$ cat config.mk
export PLATFORM = sky130hd
export DESIGN_NAME = framebuffer_to_bmp24_encoder
export DESIGN_NICKNAME = d
export VERILOG_FILES = /design/src/rtl/fbe_pkg.sv /design/src/rtl/framebuffer_to_bmp24_encoder.sv /design/src/rtl/fbe_front.sv /design/src/rtl/fbe_queue.sv /design/src/rtl/fbe_back.sv
export SDC_FILE = /design/constraint.sdc
export NUM_CORES = 1
export LEC_CHECK = 0
export BUFFER_PORTS_ARGS = -buffer_cell sky130_fd_sc_hd__buf_2
export CORE_UTILIZATION = 40
export DETAILED_ROUTE_END_ITERATION = 6
export HOLD_SLACK_MARGIN = 0.05
export PLACE_DENSITY = 0.69
export SLEW_MARGIN = 20
export SYNTH_ARGS = -nofsm -noshare
export SYNTH_HDL_FRONTEND = slang
export SYNTH_SLANG_ARGS = --single-unit
export TNS_END_PERCENT = 10
$ cat constraint.sdc
create_clock -name clk_i -period 8.6 [get_ports clk_i]
set_input_delay 0.86 -clock clk_i [delete_from_list [all_inputs] [get_ports clk_i]]
set_output_delay 0.86 -clock clk_i [all_outputs]
set_load 0.1 [all_outputs]
$ cat src/rtl/fbe_pkg.sv
// ----------------------------------------------------------------------------
// fbe_pkg
// Shared types, constants and the header byte table of the BMP24 encoder.
// ----------------------------------------------------------------------------
`default_nettype none

package fbe_pkg;

  localparam int unsigned FBE_MAX_DIMENSION = 4096;
  localparam int unsigned FBE_QUEUE_DEPTH   = 2;

  localparam int unsigned CFG_DATA_W  = 13;
  localparam int unsigned CFG_INDEX_W = 2;

  localparam logic [CFG_INDEX_W-1:0] CFG_IMAGE_WIDTH  = 2'd0;
  localparam logic [CFG_INDEX_W-1:0] CFG_IMAGE_HEIGHT = 2'd1;
  localparam logic [CFG_INDEX_W-1:0] CFG_PIXEL_MODE   = 2'd2;

  localparam logic [CFG_DATA_W-1:0] RST_IMAGE_WIDTH  = 13'd320;
  localparam logic [CFG_DATA_W-1:0] RST_IMAGE_HEIGHT = 13'd240;
  localparam logic                  RST_PIXEL_MODE   = 1'b1;

  localparam logic MODE_RGB332 = 1'b0;
  localparam logic MODE_RGB565 = 1'b1;

  localparam logic [5:0]  HDR_LAST        = 6'd53;
  localparam logic [31:0] HDR_BYTES       = 32'd54;
  localparam logic [7:0]  INFO_BYTES      = 8'd40;
  localparam logic [7:0]  BITS_PER_PIXEL  = 8'd24;
  localparam logic [31:0] PELS_PER_METRE  = 32'd2835;
  localparam logic [7:0]  MAGIC_B         = 8'h42;
  localparam logic [7:0]  MAGIC_M         = 8'h4D;

  localparam logic [5:0] OFS_FSIZE  = 6'd2;
  localparam logic [5:0] OFS_OFFSET = 6'd10;
  localparam logic [5:0] OFS_INFO   = 6'd14;
  localparam logic [5:0] OFS_WIDTH  = 6'd18;
  localparam logic [5:0] OFS_HEIGHT = 6'd22;
  localparam logic [5:0] OFS_PLANES = 6'd26;
  localparam logic [5:0] OFS_BPP    = 6'd28;
  localparam logic [5:0] OFS_IMAGE  = 6'd34;
  localparam logic [5:0] OFS_XRES   = 6'd38;
  localparam logic [5:0] OFS_YRES   = 6'd42;

  typedef struct packed {
    logic       hdr;
    logic [7:0] blue;
    logic [7:0] green;
    logic [7:0] red;
    logic [1:0] pad;
    logic       done;
  } fbe_desc_t;

  function automatic logic [7:0] le_byte(input logic [31:0] v, input logic [1:0] sel);
    logic [7:0] res;
    res = v[8*sel +: 8];
    return res;
  endfunction

  function automatic logic [7:0] hdr_byte(input logic [5:0]  idx,
                                          input logic [31:0] w,
                                          input logic [31:0] h,
                                          input logic [31:0] img,
                                          input logic [31:0] fsize);
    logic [7:0] res;
    res = 8'h00;
    unique case (idx) inside
      6'd0:                            res = MAGIC_B;
      6'd1:                            res = MAGIC_M;
      [OFS_FSIZE:OFS_FSIZE+6'd3]:      res = le_byte(fsize, 2'(idx - OFS_FSIZE));
      OFS_OFFSET:                      res = HDR_BYTES[7:0];
      OFS_INFO:                        res = INFO_BYTES;
      [OFS_WIDTH:OFS_WIDTH+6'd3]:      res = le_byte(w, 2'(idx - OFS_WIDTH));
      [OFS_HEIGHT:OFS_HEIGHT+6'd3]:    res = le_byte(h, 2'(idx - OFS_HEIGHT));
      OFS_PLANES:                      res = 8'd1;
      OFS_BPP:                         res = BITS_PER_PIXEL;
      [OFS_IMAGE:OFS_IMAGE+6'd3]:      res = le_byte(img, 2'(idx - OFS_IMAGE));
      [OFS_XRES:OFS_XRES+6'd3]:        res = le_byte(PELS_PER_METRE, 2'(idx - OFS_XRES));
      [OFS_YRES:OFS_YRES+6'd3]:        res = le_byte(PELS_PER_METRE, 2'(idx - OFS_YRES));
      default:                         res = 8'h00;
    endcase
    return res;
  endfunction

endpackage

`default_nettype wire

$ cat src/rtl/framebuffer_to_bmp24_encoder.sv
// ----------------------------------------------------------------------------
// framebuffer_to_bmp24_encoder
// Streams framebuffer pixels out as the bytes of a 24-bit BMP file.
// ----------------------------------------------------------------------------
// Pixels arrive in BMP order (bottom row first) as RGB565 or RGB332 and leave
// as a byte stream: the 54-byte header ahead of the first pixel of each frame,
// then B, G, R per pixel and zero padding to a 4-byte boundary after each row.
// A two-entry queue lets the pixel side keep accepting while bytes drain, until
// it is full; the first byte of an item passes through the queue and the
// registered byte output of the serializer.
// run_last_o marks the last byte of each pixel, after any row padding, and
// image_done_o the last byte of the file.
// Dimension registers of 0 count as 1, values above MAX_DIMENSION as
// MAX_DIMENSION. Write configuration only while no bytes are pending.
// ----------------------------------------------------------------------------
`default_nettype none

module framebuffer_to_bmp24_encoder
  import fbe_pkg::*;
#(
  parameter int unsigned MAX_DIMENSION = FBE_MAX_DIMENSION,
  parameter int unsigned QUEUE_DEPTH   = FBE_QUEUE_DEPTH
) (
  input  wire logic                   clk_i,
  input  wire logic                   rst_ni,
  input  wire logic                   cfg_valid_i,
  output logic                        cfg_ready_o,
  input  wire logic [CFG_INDEX_W-1:0] cfg_index_i,
  input  wire logic [CFG_DATA_W-1:0]  cfg_data_i,
  input  wire logic                   in_valid_i,
  output logic                        in_stall_o,
  input  wire logic [15:0]            pixel_value_i,
  output logic                        out_valid_o,
  input  wire logic                   out_stall_i,
  output logic [7:0]                  file_byte_o,
  output logic                        run_last_o,
  output logic                        image_done_o
);

  localparam int unsigned DimW = $clog2(MAX_DIMENSION + 1);
  localparam int unsigned CmpW = (DimW > CFG_DATA_W) ? DimW : CFG_DATA_W;

  logic [CFG_DATA_W-1:0] width_q, height_q;
  logic                  mode_q;
  logic [DimW-1:0]       width_eff, height_eff;

  fbe_desc_t push_data, pop_data;
  logic      push, full, pop, q_valid;

  assign cfg_ready_o = 1'b1;

  always_ff @(posedge clk_i or negedge rst_ni) begin
    if (!rst_ni) begin
      width_q  <= RST_IMAGE_WIDTH;
      height_q <= RST_IMAGE_HEIGHT;
      mode_q   <= RST_PIXEL_MODE;
    end else if (cfg_valid_i && cfg_ready_o) begin
      unique case (cfg_index_i)
        CFG_IMAGE_WIDTH:  width_q  <= cfg_data_i;
        CFG_IMAGE_HEIGHT: height_q <= cfg_data_i;
        CFG_PIXEL_MODE:   mode_q   <= cfg_data_i[0];
        default: ;
      endcase
    end
  end

  function automatic logic [DimW-1:0] clamp_dim(input logic [CFG_DATA_W-1:0] v);
    logic [CmpW-1:0] ext;
    logic [DimW-1:0] res;
    ext = CmpW'(v);
    if (ext == '0) begin
      res = DimW'(1);
    end else if (ext > CmpW'(MAX_DIMENSION)) begin
      res = DimW'(MAX_DIMENSION);
    end else begin
      res = DimW'(ext);
    end
    return res;
  endfunction

  assign width_eff  = clamp_dim(width_q);
  assign height_eff = clamp_dim(height_q);

  fbe_front #(
    .MAX_DIMENSION(MAX_DIMENSION)
  ) u_front (
    .clk_i        (clk_i),
    .rst_ni       (rst_ni),
    .in_valid_i   (in_valid_i),
    .in_stall_o   (in_stall_o),
    .pixel_value_i(pixel_value_i),
    .width_i      (width_eff),
    .height_i     (height_eff),
    .mode_i       (mode_q),
    .q_push_o     (push),
    .q_data_o     (push_data),
    .q_full_i     (full)
  );

  fbe_queue #(
    .DEPTH(QUEUE_DEPTH)
  ) u_queue (
    .clk_i      (clk_i),
    .rst_ni     (rst_ni),
    .push_i     (push),
    .push_data_i(push_data),
    .full_o     (full),
    .pop_i      (pop),
    .pop_data_o (pop_data),
    .valid_o    (q_valid)
  );

  fbe_back #(
    .MAX_DIMENSION(MAX_DIMENSION)
  ) u_back (
    .clk_i       (clk_i),
    .rst_ni      (rst_ni),
    .width_i     (width_eff),
    .height_i    (height_eff),
    .q_data_i    (pop_data),
    .q_valid_i   (q_valid),
    .q_pop_o     (pop),
    .out_valid_o (out_valid_o),
    .out_stall_i (out_stall_i),
    .file_byte_o (file_byte_o),
    .run_last_o  (run_last_o),
    .image_done_o(image_done_o)
  );

endmodule

`default_nettype wire

$ cat src/rtl/fbe_front.sv
// ----------------------------------------------------------------------------
// fbe_front
// Accepts pixels, expands them to 8-bit channels and tracks the frame position.
// ----------------------------------------------------------------------------
`default_nettype none

module fbe_front
  import fbe_pkg::*;
#(
  parameter int unsigned MAX_DIMENSION = FBE_MAX_DIMENSION,
  localparam int unsigned DimW = $clog2(MAX_DIMENSION + 1),
  localparam int unsigned CntW = $clog2(MAX_DIMENSION)
) (
  input  wire logic            clk_i,
  input  wire logic            rst_ni,
  input  wire logic            in_valid_i,
  output logic                 in_stall_o,
  input  wire logic [15:0]     pixel_value_i,
  input  wire logic [DimW-1:0] width_i,
  input  wire logic [DimW-1:0] height_i,
  input  wire logic            mode_i,
  output logic                 q_push_o,
  output fbe_desc_t            q_data_o,
  input  wire logic            q_full_i
);

  logic            hdr_pending_q, hdr_pending_d;
  logic [CntW-1:0] col_q, col_d;
  logic [CntW-1:0] row_q, row_d;
  logic [DimW-1:0] col_inc, row_inc;
  logic            row_end, frame_end;
  logic [7:0]      red, green, blue;

  assign in_stall_o = q_full_i;
  assign q_push_o   = in_valid_i && !q_full_i;

  always_comb begin
    if (mode_i == MODE_RGB565) begin
      red   = {pixel_value_i[15:11], pixel_value_i[15:13]};
      green = {pixel_value_i[10:5], pixel_value_i[10:9]};
      blue  = {pixel_value_i[4:0], pixel_value_i[4:2]};
    end else begin
      red   = {pixel_value_i[7:5], pixel_value_i[7:5], pixel_value_i[7:6]};
      green = {pixel_value_i[4:2], pixel_value_i[4:2], pixel_value_i[4:3]};
      blue  = {4{pixel_value_i[1:0]}};
    end
  end

  always_comb begin
    col_inc   = DimW'(col_q) + DimW'(1);
    row_inc   = DimW'(row_q) + DimW'(1);
    row_end   = col_inc >= width_i;
    frame_end = row_end && (row_inc >= height_i);

    col_d         = row_end ? '0 : CntW'(col_inc);
    row_d         = row_end ? (frame_end ? '0 : CntW'(row_inc)) : row_q;
    hdr_pending_d = frame_end;

    q_data_o.hdr   = hdr_pending_q;
    q_data_o.blue  = blue;
    q_data_o.green = green;
    q_data_o.red   = red;
    // row padding to a 4-byte boundary equals width mod 4
    q_data_o.pad   = row_end ? width_i[1:0] : 2'd0;
    q_data_o.done  = frame_end;
  end

  always_ff @(posedge clk_i or negedge rst_ni) begin
    if (!rst_ni) begin
      hdr_pending_q <= 1'b1;
      col_q         <= '0;
      row_q         <= '0;
    end else if (q_push_o) begin
      hdr_pending_q <= hdr_pending_d;
      col_q         <= col_d;
      row_q         <= row_d;
    end
  end

endmodule

`default_nettype wire

$ cat src/rtl/fbe_queue.sv
// ----------------------------------------------------------------------------
// fbe_queue
// Short descriptor queue between the pixel front end and the byte back end.
// ----------------------------------------------------------------------------
`default_nettype none

module fbe_queue
  import fbe_pkg::*;
#(
  parameter int unsigned DEPTH = FBE_QUEUE_DEPTH,
  localparam int unsigned PtrW = (DEPTH > 1) ? $clog2(DEPTH) : 1,
  localparam int unsigned CntW = $clog2(DEPTH + 1)
) (
  input  wire logic      clk_i,
  input  wire logic      rst_ni,
  input  wire logic      push_i,
  input  wire fbe_desc_t push_data_i,
  output logic           full_o,
  input  wire logic      pop_i,
  output fbe_desc_t      pop_data_o,
  output logic           valid_o
);

  fbe_desc_t       entry_q [DEPTH];
  logic [PtrW-1:0] wr_ptr_q, rd_ptr_q;
  logic [CntW-1:0] cnt_q;
  logic            do_push, do_pop;

  assign full_o     = cnt_q == CntW'(DEPTH);
  assign valid_o    = cnt_q != '0;
  assign pop_data_o = entry_q[rd_ptr_q];
  assign do_push    = push_i && !full_o;
  assign do_pop     = pop_i && valid_o;

  function automatic logic [PtrW-1:0] ptr_next(input logic [PtrW-1:0] p);
    logic [PtrW-1:0] res;
    res = (p == PtrW'(DEPTH - 1)) ? '0 : p + PtrW'(1);
    return res;
  endfunction

  always_ff @(posedge clk_i) begin
    if (do_push) begin
      entry_q[wr_ptr_q] <= push_data_i;
    end
  end

  always_ff @(posedge clk_i or negedge rst_ni) begin
    if (!rst_ni) begin
      wr_ptr_q <= '0;
      rd_ptr_q <= '0;
      cnt_q    <= '0;
    end else begin
      if (do_push) begin
        wr_ptr_q <= ptr_next(wr_ptr_q);
      end
      if (do_pop) begin
        rd_ptr_q <= ptr_next(rd_ptr_q);
      end
      if (do_push && !do_pop) begin
        cnt_q <= cnt_q + CntW'(1);
      end else if (do_pop && !do_push) begin
        cnt_q <= cnt_q - CntW'(1);
      end
    end
  end

endmodule

`default_nettype wire

$ cat src/rtl/fbe_back.sv
// ----------------------------------------------------------------------------
// fbe_back
// Serializes header, pixel and padding bytes into the registered byte output.
// ----------------------------------------------------------------------------
`default_nettype none

module fbe_back
  import fbe_pkg::*;
#(
  parameter int unsigned MAX_DIMENSION = FBE_MAX_DIMENSION,
  localparam int unsigned DimW = $clog2(MAX_DIMENSION + 1),
  localparam int unsigned RowW = DimW + 2,
  localparam int unsigned ProdW = RowW + DimW
) (
  input  wire logic            clk_i,
  input  wire logic            rst_ni,
  input  wire logic [DimW-1:0] width_i,
  input  wire logic [DimW-1:0] height_i,
  input  wire fbe_desc_t       q_data_i,
  input  wire logic            q_valid_i,
  output logic                 q_pop_o,
  output logic                 out_valid_o,
  input  wire logic            out_stall_i,
  output logic [7:0]           file_byte_o,
  output logic                 run_last_o,
  output logic                 image_done_o
);

  localparam logic [1:0] PH_HDR = 2'd0;
  localparam logic [1:0] PH_PIX = 2'd1;
  localparam logic [1:0] PH_PAD = 2'd2;

  logic [RowW-1:0]  row_bytes;
  logic [ProdW-1:0] prod;
  logic [31:0]      img_q, fsize_q;

  fbe_desc_t  cur_q, src;
  logic       busy_q;
  logic [1:0] ph_q, ph, ph_nxt;
  logic [5:0] idx_q, idx, idx_nxt;
  logic       active, adv, item_end;
  logic [7:0] byte_val;

  logic       ov_q;
  logic [7:0] obyte_q;
  logic       olast_q, odone_q;

  assign row_bytes = RowW'(width_i) * RowW'(3) + RowW'(width_i[1:0]);
  assign prod      = ProdW'(row_bytes) * ProdW'(height_i);

  always_ff @(posedge clk_i) begin
    img_q   <= 32'(prod);
    fsize_q <= img_q + HDR_BYTES;
  end

  always_comb begin
    active   = busy_q || q_valid_i;
    adv      = !ov_q || !out_stall_i;
    src      = busy_q ? cur_q : q_data_i;
    ph       = busy_q ? ph_q : (q_data_i.hdr ? PH_HDR : PH_PIX);
    idx      = busy_q ? idx_q : 6'd0;
    q_pop_o  = adv && !busy_q && q_valid_i;

    byte_val = 8'h00;
    ph_nxt   = ph;
    idx_nxt  = idx + 6'd1;
    item_end = 1'b0;
    unique case (ph)
      PH_HDR: begin
        byte_val = hdr_byte(idx, 32'(width_i), 32'(height_i), img_q, fsize_q);
        if (idx == HDR_LAST) begin
          ph_nxt  = PH_PIX;
          idx_nxt = 6'd0;
        end
      end
      PH_PIX: begin
        case (idx[1:0])
          2'd0:    byte_val = src.blue;
          2'd1:    byte_val = src.green;
          default: byte_val = src.red;
        endcase
        if (idx[1:0] == 2'd2) begin
          if (src.pad != 2'd0) begin
            ph_nxt  = PH_PAD;
            idx_nxt = 6'd0;
          end else begin
            item_end = 1'b1;
          end
        end
      end
      PH_PAD: begin
        byte_val = 8'h00;
        item_end = idx[1:0] == (src.pad - 2'd1);
      end
      default: begin
        item_end = 1'b1;
      end
    endcase
  end

  always_ff @(posedge clk_i) begin
    if (adv && active) begin
      obyte_q <= byte_val;
      olast_q <= item_end;
      odone_q <= item_end && src.done;
      ph_q    <= ph_nxt;
      idx_q   <= idx_nxt;
      if (!busy_q) begin
        cur_q <= q_data_i;
      end
    end
  end

  always_ff @(posedge clk_i or negedge rst_ni) begin
    if (!rst_ni) begin
      ov_q   <= 1'b0;
      busy_q <= 1'b0;
    end else if (adv) begin
      ov_q <= active;
      if (active) begin
        busy_q <= !item_end;
      end
    end
  end

  assign out_valid_o  = ov_q;
  assign file_byte_o  = obyte_q;
  assign run_last_o   = olast_q;
  assign image_done_o = odone_q;

endmodule

`default_nettype wire

==> results of run 1 <==
==> flip-flops by register name, indices dropped and copies added, names as in the netlist, 12 cells and up <==
signal / cells
u_queue.entry_q: 52
u_back.fsize_q: 28
u_back.cur_q: 27
u_back.img_q: 27
height_q: 13
width_q: 13
u_front.col_q: 12
u_front.row_q: 12
==> critical path, delay by kind of cell (launching register included) <==
kind,cells,cell delay (ns)
compound gates,10,1.87
xor+xnor,2,0.68
fa+ha+maj,8,3.57
buf+inv,6,0.47
flops,1,0.47
simple gates,5,0.98
==> per-layer routing <==
metal	global-route usage [%]	up-vias	wire (um)
met3	2.82	101	2570
met5	0	-	0
li1	-	6188	-
met2	32.8	415	20200
met1	27.7	6513	19300
met4	5.90	0	1270
==> through the flow <==
| step | hold WS, ns | util (%) |
|---|---|---|
| after floorplan | 0.385 | - |
| after global placement | 0.438 | 42.7 |
| after detailed placement | 0.442 | 42.7 |
| after CTS | 0.460 | 44.5 |
| after global routing | 0.475 | 44.5 |
| final | 0.458 | 44.5 |
==> cells in the final DEF, fill, tap and decap left out, types with 6 or more instances in the layout <==
| cell type | count |
|---|---|
| nand2_1 | 231 |
| inv_1 | 221 |
| nor2_1 | 153 |
| fa_1 | 132 |
| ha_1 | 128 |
| edfxtp_1 | 97 |
| o21ai_0 | 92 |
| xnor2_1 | 58 |
| dfxtp_1 | 55 |
| dfrtp_1 | 48 |
| a21oi_1 | 47 |
| buf_2 | 47 |
| nand2b_1 | 37 |
| xor2_1 | 37 |
| nor3_1 | 36 |
| nand3_1 | 35 |
| buf_4 | 34 |
| mux2_2 | 28 |
| nor2b_1 | 27 |
| mux2i_1 | 27 |
| clkbuf_16 | 25 |
| a221oi_1 | 20 |
| a31oi_1 | 14 |
| o21bai_1 | 13 |
| and3_1 | 13 |
| a21o_1 | 13 |
| nor4_1 | 13 |
| nand4_1 | 12 |
| and2_1 | 11 |
| o21a_1 | 10 |
| a211oi_1 | 8 |
| dfstp_2 | 8 |
| o211ai_1 | 7 |
| a22oi_1 | 7 |
| a311oi_1 | 6 |
==> cells by family after synthesis <==
| logic type | synth area share (%) |
|---|---|
| multiplexers | 3.53 |
| AND/OR/NAND/NOR | 16.1 |
| flip-flops | 32.2 |
| adder cells (fa/ha/maj) | 24.9 |
| buffers and inverters | 6.72 |
| AO/OA/AOI/OAI | 11.6 |
| other | 0.0220 |
| XOR/XNOR | 4.89 |
==> final cells by class <==
class                   instances  area, um^2
inverters                     222         833
multi-input cells            1305       10400
flip-flops and latches        210        5480
fillers                      3932       23300
well taps                     539         674
repair buffers                 81         490
clock inverters                11        76.3
clock buffers                  33         686
==> timing repair <==
action / 4_1_cts / 5_1_grt
endpoints found under the hold margin: 0 / 0
resized for setup: 0 / 3
endpoints found under the setup margin: 0 / 7
hold buffers: 0 / 0
==> path summary, 6_finish.rpt <==
| kind | start | endpoint |
|---|---|---|
| hold reg to reg | u_back.img_q[1]$_DFF_P_ | u_back.fsize_q[1]$_DFF_P_ |
| min in group asynchronous | rst_ni | width_q[4]$_DFFE_PN0P_ |
| hold / removal | u_back.img_q[1]$_DFF_P_ | u_back.fsize_q[1]$_DFF_P_ |
| setup reg to reg | width_q[12]$_DFFE_PN0P_ | u_back.img_q[27]$_DFF_P_ |
| max in group asynchronous | rst_ni | u_back.busy_q$_DFFE_PN0P_ |
| setup / recovery | width_q[12]$_DFFE_PN0P_ | u_back.img_q[27]$_DFF_P_ |
==> flow_summary.json, run 1 <==
{
  "synth.top_cell.area_share_pct": 17.1,
  "cts_buffers": 24,
  "gp_congestion": 0.908,
  "antenna_cells": 0,
  "yosysUniqueCellTypes": 85,
  "setup_tns_ns": 0,
  "cp_common_cell": "inv_1",
  "vias": 13200,
  "drcViolationCount": 0,
  "period_share_pct": 95.4,
  "cts_setup_buffers": 0,
  "synth_top_area_cell": "edfxtp_1",
  "hold_path.class": "reg2reg",
  "setup_viol": 0,
  "ys.flop_type": "edfxtp_1",
  "critical_path_required_ns": 9.02,
  "final_cell_count_no_fill": 2401,
  "cp-start-kind": "register",
  "whs_path_depth": 1,
  "critical_path_class": "reg2reg",
  "cp_slowest_stage_delay_ns": 0.56,
  "grt_antenna_before_repair": 0,
  "netlist_top_cells_count": "nand2_1 (231), inv_1 (221), nor2_1 (155)",
  "die_area_um2": 43400,
  "grt_pass1_wl_um": 70200,
  "yosys_warnings": 0,
  "core-area_um2": 41900,
  "synthCells": 1813,
  "syn-cell-area_um2": 17000,
  "status": "finished, final reports clean",
  "finalClockSkew_ns": 0.0169,
  "die_h_um": 208,
  "grt_use_total_pct": 20.1,
  "syn_avg_cell_area_um2": 9.38,
  "placed_cell_area_um2": 17900,
  "place_hpwl_um": 33200,
  "maxSlewViolCount": 0,
  "layout.nets": 2140,
  "finalCriticalPeriod_ns": 8.20,
  "h-tree-depth": 1,
  "pre_cts_slack_ns": 0.356,
  "tightest_slew_ns": 0.966,
  "synth_fp_nets": 2109,
  "fmax_mhz": 122,
  "cts_root_buf": "clkbuf_16",
  "placed_cells": 2357,
  "synth.most_common_cell": "nand2_1",
  "viasPerCell": 5.50,
  "num_io_pins": 49,
  "rows": 75,
  "clock_path_buffers": 3,
  "cp_slowest_cell": "xor2_1",
  "maxCapViolations": 0,
  "drtPass1Iterations": 5,
  "drt-initial-drc-count": 945,
  "grt_pass1_vias": 13100,
  "finalWirelength_um": 43400,
  "synthToLayoutAreaGrowth_pct": 9.80,
  "ff2ff_path_depth": 31,
  "drive_above_1_share_pct": 9.67,
  "final_cell_area_um2": 18700,
  "slew_headroom_pct": 35.5,
  "die_x_um": 208,
  "clk_pin_slew_worst_paths_ns": 0.06,
  "yosysSeqAreaShare_pct": 32.2,
  "endpoint_kind": "register",
  "rrSetupSlack_ns": 0.40,
  "async_flop_share_pct": 27.6,
  "grt_max_degree": 72,
  "clk_latency_ns": 0.54,
  "clkSinkCount": 210,
  "hold_violations": 0,
  "ys_ff_latch": 210,
  "cts_tree": "yes",
  "ant_nets": 0,
  "wl_per_cell_um": 18.1,
  "cp_max_fo": 10,
  "synth_enable_flop_cells": 97,
  "start_util_pct": 40.6,
  "port_buffers": 47,
  "fin_ws_ns": 0.397,
  "arrival_ns": 8.62,
  "grt_overflow": 0,
  "synth.area.top_cells": "edfxtp_1 (17%), fa_1 (16%), ha_1 (9.4%)"
}
Power of run 1 is not shown: default switching activity piles up to over one toggle a cycle in this logic, so the estimate is an artifact.
==> run 2, diff against run 1 <==
--- a/config.mk
+++ b/config.mk
@@ -5,6 +5,7 @@
 export SDC_FILE = /design/constraint.sdc
 export NUM_CORES = 1
 export LEC_CHECK = 0
+export ABC_AREA = 0
 export BUFFER_PORTS_ARGS = -buffer_cell sky130_fd_sc_hd__buf_2
 export CORE_UTILIZATION = 40
 export DETAILED_ROUTE_END_ITERATION = 6
@@ -13,5 +14,6 @@
 export SLEW_MARGIN = 20
 export SYNTH_ARGS = -nofsm -noshare
 export SYNTH_HDL_FRONTEND = slang
+export SYNTH_HIERARCHICAL = 1
 export SYNTH_SLANG_ARGS = --single-unit
 export TNS_END_PERCENT = 10
==> run 2 against run 1 <==
  * Synthesized area grew 3.4%
  * Global-route usage shrank 1.9 points
  * Critical path depth shrank 4
  * Clock-buffer cell count grew 5
  * Critical path type unchanged
  * Critical endpoint is now u_back/img_q[27]$_DFF_P_
  * Largest cell class unchanged
==> flow_summary.json, run 2 <==
{
  "tightest_slew_ns": 1.17,
  "r2r-start": "width_q[12]$_DFFE_PN0P_",
  "grt_overflow": 0,
  "drcViolationCount": 0,
  "yosys_warnings": 6,
  "wl_per_cell_um": 17.0,
  "synth_top_area_cell": "edfxtp_1",
  "ff2ff_path_depth": 27,
  "rrSetupSlack_ns": 0.38,
  "yosysUniqueCellTypes": 93,
  "viasPerCell": 5.29,
  "rsz0062_at_grt": "false",
  "synthToLayoutAreaGrowth_pct": 9.27,
  "top_regs": "u_queue/entry_q x56, u_back/fsize_q x28",
  "finalWirelength_um": 40400,
  "synthCells": 1757,
  "die_x_um": 212,
  "hold_violations": 0,
  "critical_path_required_ns": 9.03,
  "grt_pass1_wl_um": 66200,
  "ys.flop_type": "edfxtp_1",
  "cts_root_buf": "clkbuf_16",
  "clock_path_buffers": 3,
  "ys_ff_latch": 214,
  "core-area_um2": 43300,
  "ant_nets": 0,
  "slew_headroom_pct": 21.7,
  "setup_tns_ns": 0,
  "critical_path_class": "reg2reg",
  "finalClockSkew_ns": 0.0100,
  "synth.top_cell.area_share_pct": 17.2,
  "cts_buffers": 25,
  "syn_avg_cell_area_um2": 10.0,
  "cp_max_fo": 17,
  "worstHoldStart": "u_back/img_q[1]$_DFF_P_",
  "maxCapViolations": 0,
  "clk_latency_ns": 0.54,
  "grt_antenna_before_repair": 0,
  "port_buffers": 47,
  "hold_buffers": 0,
  "r2r-end": "u_back/img_q[27]$_DFF_P_",
  "die_area_um2": 44800,
  "maxSlewViolCount": 0,
  "synth.most_common_cell": "inv_1",
  "place_hpwl_um": 30500,
  "grt_use_total_pct": 18.2,
  "grt_pass1_vias": 13000,
  "clk_pin_slew_worst_paths_ns": 0.06,
  "cp-start-kind": "register",
  "vias": 12600,
  "gp_congestion": 0.883,
  "synth_fp_nets": 2058,
  "hold_path.class": "reg2reg",
  "cts_tree": "yes",
  "rows": 76,
  "status": "finished, final reports clean",
  "final_cell_mix": "inv_1 (216), nand2_1 (198), ha_1 (133)",
  "start_util_pct": 40.7,
  "antenna_cells": 0,
  "drtPass1Iterations": 5,
  "fmax_mhz": 122,
  "synth_enable_flop_cells": 101,
  "die_h_um": 212,
  "synth.area.top_cells": "edfxtp_1 (17%), fa_1 (15%), ha_1 (9.5%)",
  "post-route-util_pct": 44.4,
  "whs_path_depth": 1,
  "holdPathEnd": "u_back/fsize_q[1]$_DFF_P_",
  "finalCriticalPeriod_ns": 8.22,
  "grt_max_degree": 59,
  "period_share_pct": 95.5,
  "arrival_ns": 8.64,
  "yosysSeqAreaShare_pct": 31.8,
  "drive_above_1_share_pct": 14.0,
  "syn-cell-area_um2": 17600,
  "clkSinkCount": 214,
  "endpoint_kind": "register",
  "h-tree-depth": 1,
  "drt-initial-drc-count": 791,
  "netlist_top_cells_count": "inv_1 (216), nand2_1 (198), ha_1 (133)",
  "largest_reg_flops": 56,
  "async_flop_share_pct": 27.1,
  "top_register": "u_queue/entry_q",
  "setup_viol": 0,
  "final_common_cell": "inv_1",
  "layout.nets": 2081,
  "num_io_pins": 49
}
run 2: cell families (layout without fill, tap and decap cells):
logic type,Yosys count,count (layout),share of synthesized area [%]
AOI/OAI and AO/OA,257,257,10.4
xor gates and xnor gates,86,86,4.28
adders and majority gates,265,265,24.5
buffers and inverters,296,338,6.82
DFF,214,214,31.8
muxes,95,95,6.21
other,1,1,0.0213
and+or+nand+nor,543,543,16.0
run 2: routing by layer:
metal | global-route usage, % | vias to the layer above | part of all wire [%]
met2 | 30.8 | 357 | 47
met4 | 3.95 | 0 | 1.9
li1 | - | 5955 | -
met5 | 0 | - | 0
met1 | 24.6 | 6235 | 45
met3 | 2.80 | 64 | 5.7
run 2: worst max-delay path, stage by stage (launching register included):
cell       delay [ns]
dfrtp_1          0.37
buf_4            0.21
nor2b_1          0.46
ha_1             0.34
ha_1             0.34
nor2b_1          0.17
o31ai_1          0.47
nand2b_1         0.11
a21oi_1          0.21
xnor2_1          0.35
and2_1           0.33
fa_1             0.50
inv_1            0.05
fa_1             0.53
inv_1            0.05
fa_1             0.49
inv_1            0.05
fa_1             0.47
fa_1             0.56
inv_1            0.04
ha_1             0.35
o21a_1           0.23
a2111oi_4        0.11
o31ai_4          0.39
a211oi_4         0.13
nor4b_2          0.38
nor4_2           0.09
a311o_1          0.32
run 2: how the worst max path moves through the flow:
stage,start,endpoint,depth (start not counted)
4_1_cts,width_q[10]$_DFFE_PN0P_,u_back/img_q[27]$_DFF_P_,30
2_1_floorplan,width_q[12]$_DFFE_PN0P_,u_back/img_q[26]$_DFF_P_,31
3_5_place_dp,width_q[10]$_DFFE_PN0P_,u_back/img_q[27]$_DFF_P_,30
5_1_grt,width_q[12]$_DFFE_PN0P_,u_back/img_q[22]$_DFF_P_,30
3_3_place_gp,width_q[12]$_DFFE_PN0P_,u_back/img_q[27]$_DFF_P_,27
6_report,width_q[12]$_DFFE_PN0P_,u_back/img_q[27]$_DFF_P_,27
run 2: cell type report:
cell class | instances | area, um^2
repair buffers | 74 | 438
clock inverters | 8 | 85.1
multi-input cells | 1247 | 10800
flip-flops and latches | 214 | 5600
clock buffers | 38 | 711
inverters | 218 | 818
fillers | 4092 | 24000
well taps | 585 | 732
run 2: metrics by stage:
step | setup WS (ns) | hold WS, ns | instances | instance area [um^2]
2_1_floorplan | 1.00 | 0.386 | 1757 | 17600
3_3_place_gp | 0.386 | 0.425 | 2337 | 18400
3_5_place_dp | 0.259 | 0.440 | 2337 | 18400
4_1_cts | 0.252 | 0.443 | 2383 | 19200
5_1_grt | 0.0369 | 0.466 | 2384 | 19200
6_report | 0.384 | 0.437 | 2384 | 19200
run 2: what timing repair did:
action / in CTS / in global routing
buffers inserted: 0 / 1
endpoints found under the setup margin: 0 / 9
gates resized for setup: 0 / 3
Power of run 2 is left out for the same reason.
